===== src/design/rvalu_pkg.sv =====
// Shared types, codes and constants for the RV32I integer ALU execute block.
package rvalu_pkg;

  localparam int unsigned Xlen     = 32;
  localparam int unsigned NumRegs  = 32;
  localparam int unsigned RegAddrW = 5;

  typedef logic [Xlen-1:0]     word_t;
  typedef logic [RegAddrW-1:0] reg_addr_t;

  typedef enum logic [1:0] {
    ModeExec = 2'd0,
    ModeLoad = 2'd1,
    ModeRead = 2'd2,
    ModeNop  = 2'd3
  } mode_e;

  typedef enum logic [1:0] {
    StOk       = 2'd0,
    StIllegal  = 2'd1,
    StUnimpl   = 2'd2,
    StNonexist = 2'd3
  } status_e;

  // Major opcodes
  localparam logic [6:0] OpcOp      = 7'h33;
  localparam logic [6:0] OpcOpImm   = 7'h13;
  localparam logic [6:0] OpcLoad    = 7'h03;
  localparam logic [6:0] OpcMiscMem = 7'h0F;
  localparam logic [6:0] OpcJalr    = 7'h67;
  localparam logic [6:0] OpcSystem  = 7'h73;
  localparam logic [6:0] OpcStore   = 7'h23;
  localparam logic [6:0] OpcBranch  = 7'h63;
  localparam logic [6:0] OpcAuipc   = 7'h17;
  localparam logic [6:0] OpcLui     = 7'h37;
  localparam logic [6:0] OpcJal     = 7'h6F;

  localparam logic [6:0] Funct7Zero = 7'h00;
  localparam logic [6:0] Funct7Alt  = 7'h20;

  // funct3 codes
  localparam logic [2:0] F3AddSub = 3'd0;
  localparam logic [2:0] F3Sll    = 3'd1;
  localparam logic [2:0] F3Slt    = 3'd2;
  localparam logic [2:0] F3Sltu   = 3'd3;
  localparam logic [2:0] F3Xor    = 3'd4;
  localparam logic [2:0] F3Srl    = 3'd5;
  localparam logic [2:0] F3Or     = 3'd6;
  localparam logic [2:0] F3And    = 3'd7;

  typedef struct packed {
    status_e   status;
    logic      wrote;
    reg_addr_t dest_index;
    word_t     dest_value;
  } result_t;

  typedef struct packed {
    logic      en;
    reg_addr_t addr;
    word_t     data;
  } rf_write_t;

endpackage


===== src/design/rvalu_regfile.sv =====
// Register file: 32 x 32 memory with reset valid bits, two registered read ports and bypass.
module rvalu_regfile (
  input  logic                  clk_i,
  input  logic                  rst_ni,
  input  logic                  rd_en_i,
  input  rvalu_pkg::reg_addr_t  raddr_a_i,
  input  rvalu_pkg::reg_addr_t  raddr_b_i,
  input  rvalu_pkg::rf_write_t  wr_i,
  output rvalu_pkg::word_t      rdata_a_o,
  output rvalu_pkg::word_t      rdata_b_o
);

  rvalu_pkg::word_t                  mem_q [rvalu_pkg::NumRegs];
  logic [rvalu_pkg::NumRegs-1:0]     valid_q;
  rvalu_pkg::word_t                  rdata_a_q;
  rvalu_pkg::word_t                  rdata_b_q;
  logic                              wr_ok;

  // x0 is never stored, so its valid bit stays low and it reads zero
  assign wr_ok = wr_i.en && (wr_i.addr != '0);

  always_ff @(posedge clk_i or negedge rst_ni) begin
    if (!rst_ni) begin
      valid_q <= '0;
    end else if (wr_ok) begin
      valid_q[wr_i.addr] <= 1'b1;
    end
  end

  always_ff @(posedge clk_i) begin
    if (wr_ok) begin
      mem_q[wr_i.addr] <= wr_i.data;
    end
  end

  // Forward a write landing on the same edge as the read
  always_ff @(posedge clk_i) begin
    if (rd_en_i) begin
      if (wr_ok && (wr_i.addr == raddr_a_i)) begin
        rdata_a_q <= wr_i.data;
      end else begin
        rdata_a_q <= valid_q[raddr_a_i] ? mem_q[raddr_a_i] : '0;
      end
      if (wr_ok && (wr_i.addr == raddr_b_i)) begin
        rdata_b_q <= wr_i.data;
      end else begin
        rdata_b_q <= valid_q[raddr_b_i] ? mem_q[raddr_b_i] : '0;
      end
    end
  end

  assign rdata_a_o = rdata_a_q;
  assign rdata_b_o = rdata_b_q;

endmodule


===== src/design/rvalu_exec.sv =====
// Decode and ALU: turns one request plus operand data into a result and a register write.
module rvalu_exec (
  input  rvalu_pkg::mode_e      mode_i,
  input  rvalu_pkg::word_t      instruction_i,
  input  rvalu_pkg::reg_addr_t  reg_index_i,
  input  rvalu_pkg::word_t      reg_value_i,
  input  rvalu_pkg::word_t      rs1_data_i,
  input  rvalu_pkg::word_t      rs2_data_i,
  output rvalu_pkg::result_t    result_o,
  output rvalu_pkg::rf_write_t  wr_o
);

  function automatic rvalu_pkg::word_t alu(logic [2:0] f3, logic alt,
                                           rvalu_pkg::word_t a, rvalu_pkg::word_t b);
    rvalu_pkg::word_t y;
    case (f3)
      rvalu_pkg::F3AddSub: y = alt ? (a - b) : (a + b);
      rvalu_pkg::F3Sll:    y = a << b[4:0];
      rvalu_pkg::F3Slt:    y = {31'd0, ($signed(a) < $signed(b))};
      rvalu_pkg::F3Sltu:   y = {31'd0, (a < b)};
      rvalu_pkg::F3Xor:    y = a ^ b;
      rvalu_pkg::F3Srl:    y = alt ? rvalu_pkg::word_t'($signed(a) >>> b[4:0]) : (a >> b[4:0]);
      rvalu_pkg::F3Or:     y = a | b;
      default:             y = a & b;
    endcase
    return y;
  endfunction

  logic [6:0]           opc;
  logic [6:0]           f7;
  logic [2:0]           f3;
  rvalu_pkg::reg_addr_t rd;
  rvalu_pkg::word_t     imm;

  assign opc = instruction_i[6:0];
  assign rd  = instruction_i[11:7];
  assign f3  = instruction_i[14:12];
  assign f7  = instruction_i[31:25];
  assign imm = {{20{instruction_i[31]}}, instruction_i[31:20]};

  always_comb begin
    result_o.status     = rvalu_pkg::StOk;
    result_o.wrote      = 1'b0;
    result_o.dest_index = reg_index_i;
    result_o.dest_value = '0;
    wr_o.en   = 1'b0;
    wr_o.addr = reg_index_i;
    wr_o.data = reg_value_i;

    case (mode_i)
      rvalu_pkg::ModeExec: begin
        result_o.dest_index = rd;
        case (opc)
          rvalu_pkg::OpcOp: begin
            if ((f7 == rvalu_pkg::Funct7Zero) ||
                ((f7 == rvalu_pkg::Funct7Alt) &&
                 (f3 inside {rvalu_pkg::F3AddSub, rvalu_pkg::F3Srl}))) begin
              result_o.dest_value = alu(f3, f7 == rvalu_pkg::Funct7Alt, rs1_data_i, rs2_data_i);
            end else begin
              result_o.status = rvalu_pkg::StIllegal;
            end
          end
          rvalu_pkg::OpcOpImm: begin
            if (((f3 == rvalu_pkg::F3Sll) && (f7 != rvalu_pkg::Funct7Zero)) ||
                ((f3 == rvalu_pkg::F3Srl) &&
                 !(f7 inside {rvalu_pkg::Funct7Zero, rvalu_pkg::Funct7Alt}))) begin
              result_o.status = rvalu_pkg::StIllegal;
            end else begin
              result_o.dest_value = alu(f3, (f3 == rvalu_pkg::F3Srl) &&
                                            (f7 == rvalu_pkg::Funct7Alt), rs1_data_i, imm);
            end
          end
          rvalu_pkg::OpcLoad, rvalu_pkg::OpcMiscMem, rvalu_pkg::OpcJalr,
          rvalu_pkg::OpcSystem, rvalu_pkg::OpcStore, rvalu_pkg::OpcBranch,
          rvalu_pkg::OpcAuipc, rvalu_pkg::OpcLui, rvalu_pkg::OpcJal: begin
            result_o.status = rvalu_pkg::StUnimpl;
          end
          default: begin
            result_o.status = rvalu_pkg::StNonexist;
          end
        endcase
        wr_o.addr = rd;
        wr_o.data = result_o.dest_value;
        wr_o.en   = (result_o.status == rvalu_pkg::StOk) && (rd != '0);
        result_o.wrote = wr_o.en;
      end
      rvalu_pkg::ModeLoad: begin
        wr_o.en             = (reg_index_i != '0);
        result_o.wrote      = wr_o.en;
        result_o.dest_value = wr_o.en ? reg_value_i : '0;
      end
      rvalu_pkg::ModeRead: begin
        result_o.dest_value = rs1_data_i;
      end
      default: begin
        result_o.dest_value = '0;
      end
    endcase
  end

endmodule


===== src/design/rv32i_integer_alu_execute.sv =====
// Throughput: one request per cycle while the result side is ready. A request
// and its register file read are registered at accept; the single ALU pass in
// the execute stage loads the result register on advance, with write bypass.
// Reset clears control state and marks every register as zero through per-entry
// valid bits, so requests are taken right after reset with no clearing pass.
// Top level of the RV32I integer ALU execute block.
module rv32i_integer_alu_execute (
  input  logic        clk_i,
  input  logic        rst_ni,
  input  logic        in_valid_i,
  output logic        in_ready_o,
  input  logic [1:0]  mode_i,
  input  logic [31:0] instruction_i,
  input  logic [4:0]  reg_index_i,
  input  logic [31:0] reg_value_i,
  output logic        out_valid_o,
  input  logic        out_ready_i,
  output logic [1:0]  status_o,
  output logic        wrote_register_o,
  output logic [4:0]  dest_index_o,
  output logic [31:0] dest_value_o
);

  logic                  s1_valid_q;
  rvalu_pkg::mode_e      s1_mode_q;
  rvalu_pkg::word_t      s1_instr_q;
  rvalu_pkg::reg_addr_t  s1_idx_q;
  rvalu_pkg::word_t      s1_val_q;
  logic                  out_valid_q;
  rvalu_pkg::result_t    out_res_q;

  logic                  in_fire;
  logic                  s1_adv;
  rvalu_pkg::reg_addr_t  raddr_a;
  rvalu_pkg::word_t      rs1_data;
  rvalu_pkg::word_t      rs2_data;
  rvalu_pkg::result_t    exec_res;
  rvalu_pkg::rf_write_t  rf_wr;
  rvalu_pkg::rf_write_t  rf_wr_gated;

  // Advance the execute stage whenever the result register is free or draining
  assign s1_adv     = s1_valid_q && (!out_valid_q || out_ready_i);
  assign in_ready_o = !s1_valid_q || s1_adv;
  assign in_fire    = in_valid_i && in_ready_o;

  assign raddr_a = (rvalu_pkg::mode_e'(mode_i) == rvalu_pkg::ModeExec) ?
                   instruction_i[19:15] : reg_index_i;

  always_ff @(posedge clk_i or negedge rst_ni) begin
    if (!rst_ni) begin
      s1_valid_q <= 1'b0;
    end else if (in_ready_o) begin
      s1_valid_q <= in_valid_i;
    end
  end

  always_ff @(posedge clk_i) begin
    if (in_fire) begin
      s1_mode_q  <= rvalu_pkg::mode_e'(mode_i);
      s1_instr_q <= instruction_i;
      s1_idx_q   <= reg_index_i;
      s1_val_q   <= reg_value_i;
    end
  end

  // Commit the register write only when the request leaves the execute stage
  always_comb begin
    rf_wr_gated    = rf_wr;
    rf_wr_gated.en = rf_wr.en && s1_adv;
  end

  rvalu_regfile u_regfile (
    .clk_i     (clk_i),
    .rst_ni    (rst_ni),
    .rd_en_i   (in_fire),
    .raddr_a_i (raddr_a),
    .raddr_b_i (instruction_i[24:20]),
    .wr_i      (rf_wr_gated),
    .rdata_a_o (rs1_data),
    .rdata_b_o (rs2_data)
  );

  rvalu_exec u_exec (
    .mode_i        (s1_mode_q),
    .instruction_i (s1_instr_q),
    .reg_index_i   (s1_idx_q),
    .reg_value_i   (s1_val_q),
    .rs1_data_i    (rs1_data),
    .rs2_data_i    (rs2_data),
    .result_o      (exec_res),
    .wr_o          (rf_wr)
  );

  always_ff @(posedge clk_i or negedge rst_ni) begin
    if (!rst_ni) begin
      out_valid_q <= 1'b0;
    end else if (!out_valid_q || out_ready_i) begin
      out_valid_q <= s1_valid_q;
    end
  end

  always_ff @(posedge clk_i) begin
    if (s1_adv) begin
      out_res_q <= exec_res;
    end
  end

  assign out_valid_o      = out_valid_q;
  assign status_o         = out_res_q.status;
  assign wrote_register_o = out_res_q.wrote;
  assign dest_index_o     = out_res_q.dest_index;
  assign dest_value_o     = out_res_q.dest_value;

`ifndef SYNTHESIS
  a_ready_when_out_free: assert property (@(posedge clk_i) disable iff (!rst_ni)
    !out_valid_q |-> in_ready_o)
    else $error("input stalled while result register is empty");

  a_no_x0_write: assert property (@(posedge clk_i) disable iff (!rst_ni)
    rf_wr_gated.en |-> (rf_wr_gated.addr != '0))
    else $error("register write targets x0");

  a_write_on_advance: assert property (@(posedge clk_i) disable iff (!rst_ni)
    rf_wr_gated.en |-> (s1_valid_q && exec_res.wrote))
    else $error("register write without a committing request");

  a_wrote_implies_ok: assert property (@(posedge clk_i) disable iff (!rst_ni)
    out_valid_q && out_res_q.wrote |-> (out_res_q.status == rvalu_pkg::StOk))
    else $error("write reported with non-ok status");

  a_adv_fills_output: assert property (@(posedge clk_i) disable iff (!rst_ni)
    s1_adv |=> out_valid_q)
    else $error("advanced request did not reach the result register");
`endif

endmodule


===== config.mk =====
export PLATFORM = sky130hd
export DESIGN_NAME = rv32i_integer_alu_execute
export DESIGN_NICKNAME = d
export VERILOG_FILES = /design/src/design/rvalu_pkg.sv /design/src/design/rvalu_regfile.sv /design/src/design/rvalu_exec.sv /design/src/design/rv32i_integer_alu_execute.sv
export SDC_FILE = /design/constraint.sdc
export NUM_CORES = 2
export LEC_CHECK = 0
export BUFFER_PORTS_ARGS = -buffer_cell sky130_fd_sc_hd__buf_2
export CAP_MARGIN = 10
export CORE_MARGIN = 4
export CORE_UTILIZATION = 35
export CTS_CLUSTER_DIAMETER = 30
export DETAILED_ROUTE_END_ITERATION = 12
export GPL_TIMING_DRIVEN = 0
export MAX_ROUTING_LAYER = met4
export PLACE_DENSITY = 0.56
export SYNTH_ARGS = -nofsm -noshare
export SYNTH_HDL_FRONTEND = slang
export SYNTH_SLANG_ARGS = --single-unit

===== constraint.sdc =====
create_clock -name clk_i -period 13.55 [get_ports clk_i]
set_clock_uncertainty 0.1 [all_clocks]
set_input_delay 0.6775 -clock clk_i [delete_from_list [all_inputs] [get_ports clk_i]]
set_output_delay 0.6775 -clock clk_i [all_outputs]
set_load 0.02 [all_outputs]

Yosys cells after proc, flatten, opt, wreduce, memory -nomap -nowiden
Memory sizes are Yosys's and may differ from the RTL's.
Cells that the tools add are included.
{"block": "totals", "ff_bits": 209, "latchBits": 0, "ram_bits": 1024, "rom_bits": 0, "inputBits": 75, "out_inout_bits": 42, "word_cells": 123, "n_memories": 1}
{"memory": "u_regfile.mem_q", "depth": 32, "width": 32, "read_ports": 2, "rd_ports_with_merged_regs": 0, "wr": 1, "line": "rvalu_regfile.sv:13", "text": "rvalu_pkg::word_t mem_q [rvalu_pkg::NumRegs];"}
{"block": "classes", "addsub": 4, "mul": 0, "div_mod_pow": 0, "n_lt_le_gt_ge": 8, "eq_ne": 22, "n_shift": 6, "mux": 31, "n_bitwise": 7, "n_reduce_logical": 31}
{"op": "$pmux W32 S7", "count": 2}
{"op": "$mux W32", "count": 11}
{"op": "$lt A32 B32 Y1", "count": 3}
{"op": "$or A32 B32 Y32", "count": 3}
{"op": "$pmux W32 S3", "count": 1}
{"op": "$add A32 B32 Y32", "count": 2}
{"op": "$and A32 B32 Y32", "count": 2}
{"op": "$pmux W32 S2", "count": 1}
{"op": "$shl A32 B5 Y32", "count": 2}
{"op": "$shr A32 B5 Y32", "count": 2}
{"op": "$sshr A32 B5 Y32", "count": 2}
{"op": "$sub A32 B32 Y32", "count": 2}
{"op": "$xor A32 B32 Y32", "count": 2}
{"op": "$mux W37", "count": 1}
{"op": "$lt A32 B12 Y1", "count": 1}
{"op": "$eq A7 B6 Y1 const B", "count": 4}
{"op": "$eq A7 B7 Y1 const B", "count": 4}
{"op": "$lt A5 B6 Y1 const B", "count": 3}
{"op": "$reduce_bool A5 Y1", "count": 3}
{"op": "$eq A7 B5 Y1 const B", "count": 2}
{"op": "$logic_and A1 B1 Y1", "count": 12}
{"op": "$bmux W1 S5", "count": 2}
{"op": "$eq A5 B5 Y1", "count": 2}
{"op": "$mux W5", "count": 2}
{"op": "other kinds (21)", "count": 38}

Longest topological paths before layout
{"block": "depth", "ltp_word": 15, "depth_mapped": 17, "mapped_depth_nobuf": 14}

Cells and area by module
A second synthesis with hierarchy kept.
{"block": "unflattened", "cells_unflattened": 5469, "hier_area_um2": 74465.2}
{"mod": "rvalu_regfile", "instances": 1, "cells_per_inst": 2461, "area_each_um2": 51558.2, "seq_area_each_um2": 33472.1}
{"mod": "rvalu_exec", "instances": 1, "cells_per_inst": 2882, "area_each_um2": 19411.1, "seq_area_each_um2": 0.0}
{"mod": "rv32i_integer_alu_execute", "instances": 1, "cells_per_inst": 126, "area_each_um2": 3495.9, "seq_area_each_um2": 3383.2}

Worst setup path before layout
OpenSTA, ideal clock, no wires.
{"block": "synth_path", "path_type": "register to register", "startpoint": "register s1_instr_q[31]", "endpoint": "memory u_regfile.mem_q[0][30] (netlist bit) (data pin)", "setup_ns": 0.351, "arrival_time_ns": 4.511, "t_required_ns": 13.099, "slack_ns": 8.588, "stages_incl_launch_ff": 14, "path_buffers": 1, "period_less_slack_ns": 4.962, "cell_sequence": "edfxtp_1 -> inv_1 -> ha_1 -> buf_2 -> a21oi_1 -> o211ai_1 -> a21oi_1 -> nor4_1 -> nand3_1 -> or4_1 -> o2111a_1 -> nand2_1 -> a21oi_1 -> nor2_1"}
{"item": "from (decl)", "line": "rv32i_integer_alu_execute.sv:26", "text": "rvalu_pkg::word_t s1_instr_q;"}
{"item": "from (signal assigned)", "line": "rv32i_integer_alu_execute.sv:60", "text": "s1_instr_q <= instruction_i;"}
{"item": "to (decl)", "line": "rvalu_regfile.sv:13"}

==> summary.md <==
| Metric | Value |
|---|---|
| Status | completed |
| Sw frac | 30.7% |
| Vias/cell | 6.67 |
| Post-synthesis mux area share | 23.9% |
| Min-Delay Path Class | input pin to register |
| DRC | 0 |
| GRT overflow | 0 |
| GP Congestion | 1.08 |
| CTS Root Cell | clkbuf_16 |
| Combinational power share | 18.8% |
| Share of layout cells above drive strength 1 | 26.3% |
| Die width | 470 µm |
| Die area | 221000 µm² |
| Seq pwr share | 35.0% |
| Synth warnings | 0 |
| IO buf count | 116 |
| Type of destination of the critical path | register |
| Final Hold Vio Count | 0 |
| Crit path time final | 9.49 ns |
| Reg area | 36700 µm² |
| RSZ-0062 raised after global routing | no |
| Max Transition Viols Final | 0 |
| Worst Max-Slew Pin Slew | 1.48 ns |
| Routed length per instance | 43.2 µm |
| Rel. slew slack | 1.46% |
| Largest cells by area after synthesis | edfxtp_1, mux4_2, ha_1, nand2_1, a21oi_1 |
| Ys flop type | edfxtp_1 |
| TritonRoute pass-1 iters | 6 |
| Final nets | 6406 |
| Max Clock Freq | 105 MHz |
| CTS sink count | 1228 |
| Initial antenna violation count | 34 |
| Area Overhead vs Synth | 20.2% |
| Critical path data required time | 13.75 ns |
| Core area | 212000 µm² |
| Register area share after synthesis | 49.2% |
| Die Ht | 470 µm |
| CTS tree | yes |
| Max IR drop VDD | 0.128 mV |
| Final setup violation count | 0 |
| Fin crit share | 70.0% |
| Clk pwr share | 46.2% |
| Post-synthesis cell area | 74600 µm² |
| Initial core utilization | 35.2% |
| # hold bufs at CTS | 66 |
| P_int | 0.00881 W |
| Crit Path Class | register to register |
| Via count | 61200 |
| Hold_ws | 0.106 ns |
| # fillers | 19400 |
| Avg Inst Size Synth | 13.3 µm² |
| Setup tns final | 0 ns |
| Clock latency on the worst-skew pair | 0.88 ns |
| Post-Synth Adder-Cell Area | 3.53% |
| Final ANT Viol Nets | 0 |
| CTS resizes | 0 |
| Max Cap Viol | 0 |
| First-pass GRT wire length | 530000 µm |
| Sw power | 0.00390 W |
| Gate Count Post-Synth | 5591 |
| Post-synth top area share | 48.1% |
| Yosys cell types | 113 |
| HPWL Detailed | 301000 µm |
| Synth Area in XOR/XNOR | 0.752% |
| I/O Pins | 117 |
| Leak | 30.9 nW |
| CP Max Fanout | 32 |
| Reg2reg path depth | 15 |
| Multi-input gate area | 35400 µm² |
| Initial DRC count | 9835 |
| Final wirelength | 397000 µm |
| #FFs+latches synth | 1228 |
| Pwr Density | 142 nW/µm² |
| Clk buf depth | 3 |
| Setup Fix Bufs, Post-CTS | 0 |
| Biggest area consumer among synthesized cells | edfxtp_1 |
| Largest family of logic cells by synthesized area | multiplexers |
| CTS HTree Levels | 4 |
| Post-synth ARST share | 2.77% |
| Hold depth | 1 |
| Row cnt | 169 |
| Vias in the first global route | 59200 |
| CP Launch Type | register |
| Total CTS buffers | 231 |
| Clock transition at path regs | 0.05 ns |
| Largest net degree at the start of global routing | 70 |
| Compound-Gate Fraction of Synth Area | 10.6% |
| Post-synthesis simple-gate area fraction | 8.16% |
| Post-synth EDFFs | 1194 |
| Critical path arrival | 9.69 ns |
| Global Route Usage Sum | 36.1% |
==> worst max-delay path: stages, from the launching register on <==
cell      delay, ns
edfxtp_1       0.97
clkbuf_1       0.66
clkbuf_1       0.98
inv_1          0.44
ha_1           0.41
buf_2          0.24
nand2b_1       0.08
o211a_1        0.17
a211o_1        0.34
a311oi_1       0.79
a31oi_1        0.20
xnor2_1        0.24
a221oi_1       1.15
o21ai_1        0.31
mux2i_1        1.00
inv_1          0.83
==> cell usage in the layout (no fill, tap or decap), types with 63 or more instances in the layout <==
| master | n |
|---|---|
| a21oi_1 | 354 |
| a31oi_1 | 74 |
| buf_2 | 270 |
| clkbuf_1 | 265 |
| clkbuf_16 | 232 |
| dlygate4sd3_1 | 66 |
| edfxtp_1 | 1194 |
| ha_1 | 204 |
| inv_1 | 174 |
| mux2_2 | 63 |
| mux2i_1 | 147 |
| mux4_2 | 678 |
| nand2_1 | 512 |
| nand3_1 | 151 |
| nor2_1 | 296 |
| nor3_1 | 72 |
| o21ai_0 | 187 |
| o22ai_1 | 68 |
==> layer usage <==
metal | vias up | GRT usage, % | part of all wire, %
met1 | 31700 | 41.6 | 35
met3 | 1249 | 7.15 | 9.1
met5 | - | - | 0
met4 | 0 | 27.8 | 9.6
met2 | 4740 | 55.8 | 46
li1 | 23600 | - | -
==> power groups by stage <==
stage / clock network (W) / registers, W / logic [W]
3_5_place_dp: 0 / 0.00452 / 0.00228
2_1_floorplan: 0 / 0.00444 / 0.00128
4_1_cts: 0.00589 / 0.00444 / 0.00230
6_report: 0.00587 / 0.00445 / 0.00239
5_1_grt: 0.00610 / 0.00444 / 0.00244
3_3_place_gp: 0 / 0.00454 / 0.00222
==> sequential cells by signal, summed over array words and instances (netlist names), 2 cells and up <==
name,count
s1_instr_q,27
dest_value_o,32
dest_index_o,5
u_regfile.valid_q,32
status_o,2
u_regfile.rdata_b_o,32
s1_mode_q,2
u_regfile.rdata_a_o,32
u_regfile.mem_q,1024
s1_val_q,32
s1_idx_q,5
==> synth_stat cells (73+ instances only) <==
| library cell | instances |
|---|---|
| edfxtp_1 | 1194 |
| mux4_2 | 678 |
| nand2_1 | 512 |
| a21oi_1 | 355 |
| nor2_1 | 332 |
| clkbuf_1 | 247 |
| ha_1 | 204 |
| o21ai_0 | 188 |
| inv_1 | 176 |
| buf_2 | 151 |
| nand3_1 | 151 |
| mux2i_1 | 147 |
| a31oi_1 | 74 |
| nor3_1 | 73 |
==> kinds of logic after synthesis <==
kind of cell | count (synthesis)
AND/OR/NAND/NOR | 1334
flip-flops | 1228
AO/OA/AOI/OAI | 1199
multiplexers | 902
buffers and inverters | 655
adder cells (fa/ha/maj) | 208
XOR/XNOR | 64
other | 1
==> metrics by stage <==
step / std cells / util (%) / area, µm² / power (W) / worst slack, ns
floorplan: 5622 / - / 74700 / 0.00571 / 8.59
global placement: 8559 / 37.2 / 78800 / 0.00676 / 4.38
detailed placement: 8636 / 38.0 / 80600 / 0.00679 / 4.37
CTS: 9137 / 42.2 / 89400 / 0.0126 / 4.37
global route: 9173 / 42.3 / 89700 / 0.0130 / 4.33
finish: 9181 / 42.3 / 89700 / 0.0127 / 4.06
==> cell type report <==
cell class	count	share of cell area [%]
antenna	35	0.0977
buffer	472	2.43
clock buffer	252	6.57
clock inverter	183	2.52
inverter	183	0.766
multi-input combinational	3739	39.5
sequential	1228	40.9
tap	2821	3.94
timing repair buffer	268	3.26
==> path summary, 6_finish.rpt <==
kind	start	endpoint	slack [ns]
worst min register to register	u_regfile.valid_q[23]	u_regfile.valid_q[23]	0.39
max in group asynchronous	rst_ni	u_regfile.valid_q[22]	12.35
worst min-delay path	instruction_i[21]	s1_instr_q[21]	0.11
min in group asynchronous	rst_ni	s1_valid_q	0.38
worst max register to register	u_regfile.rdata_a_o[3]	u_regfile.mem_q[0][18]	4.06
worst max-delay path	u_regfile.rdata_a_o[3]	u_regfile.mem_q[0][18]	4.06
(Power assumes the default switching activity.)
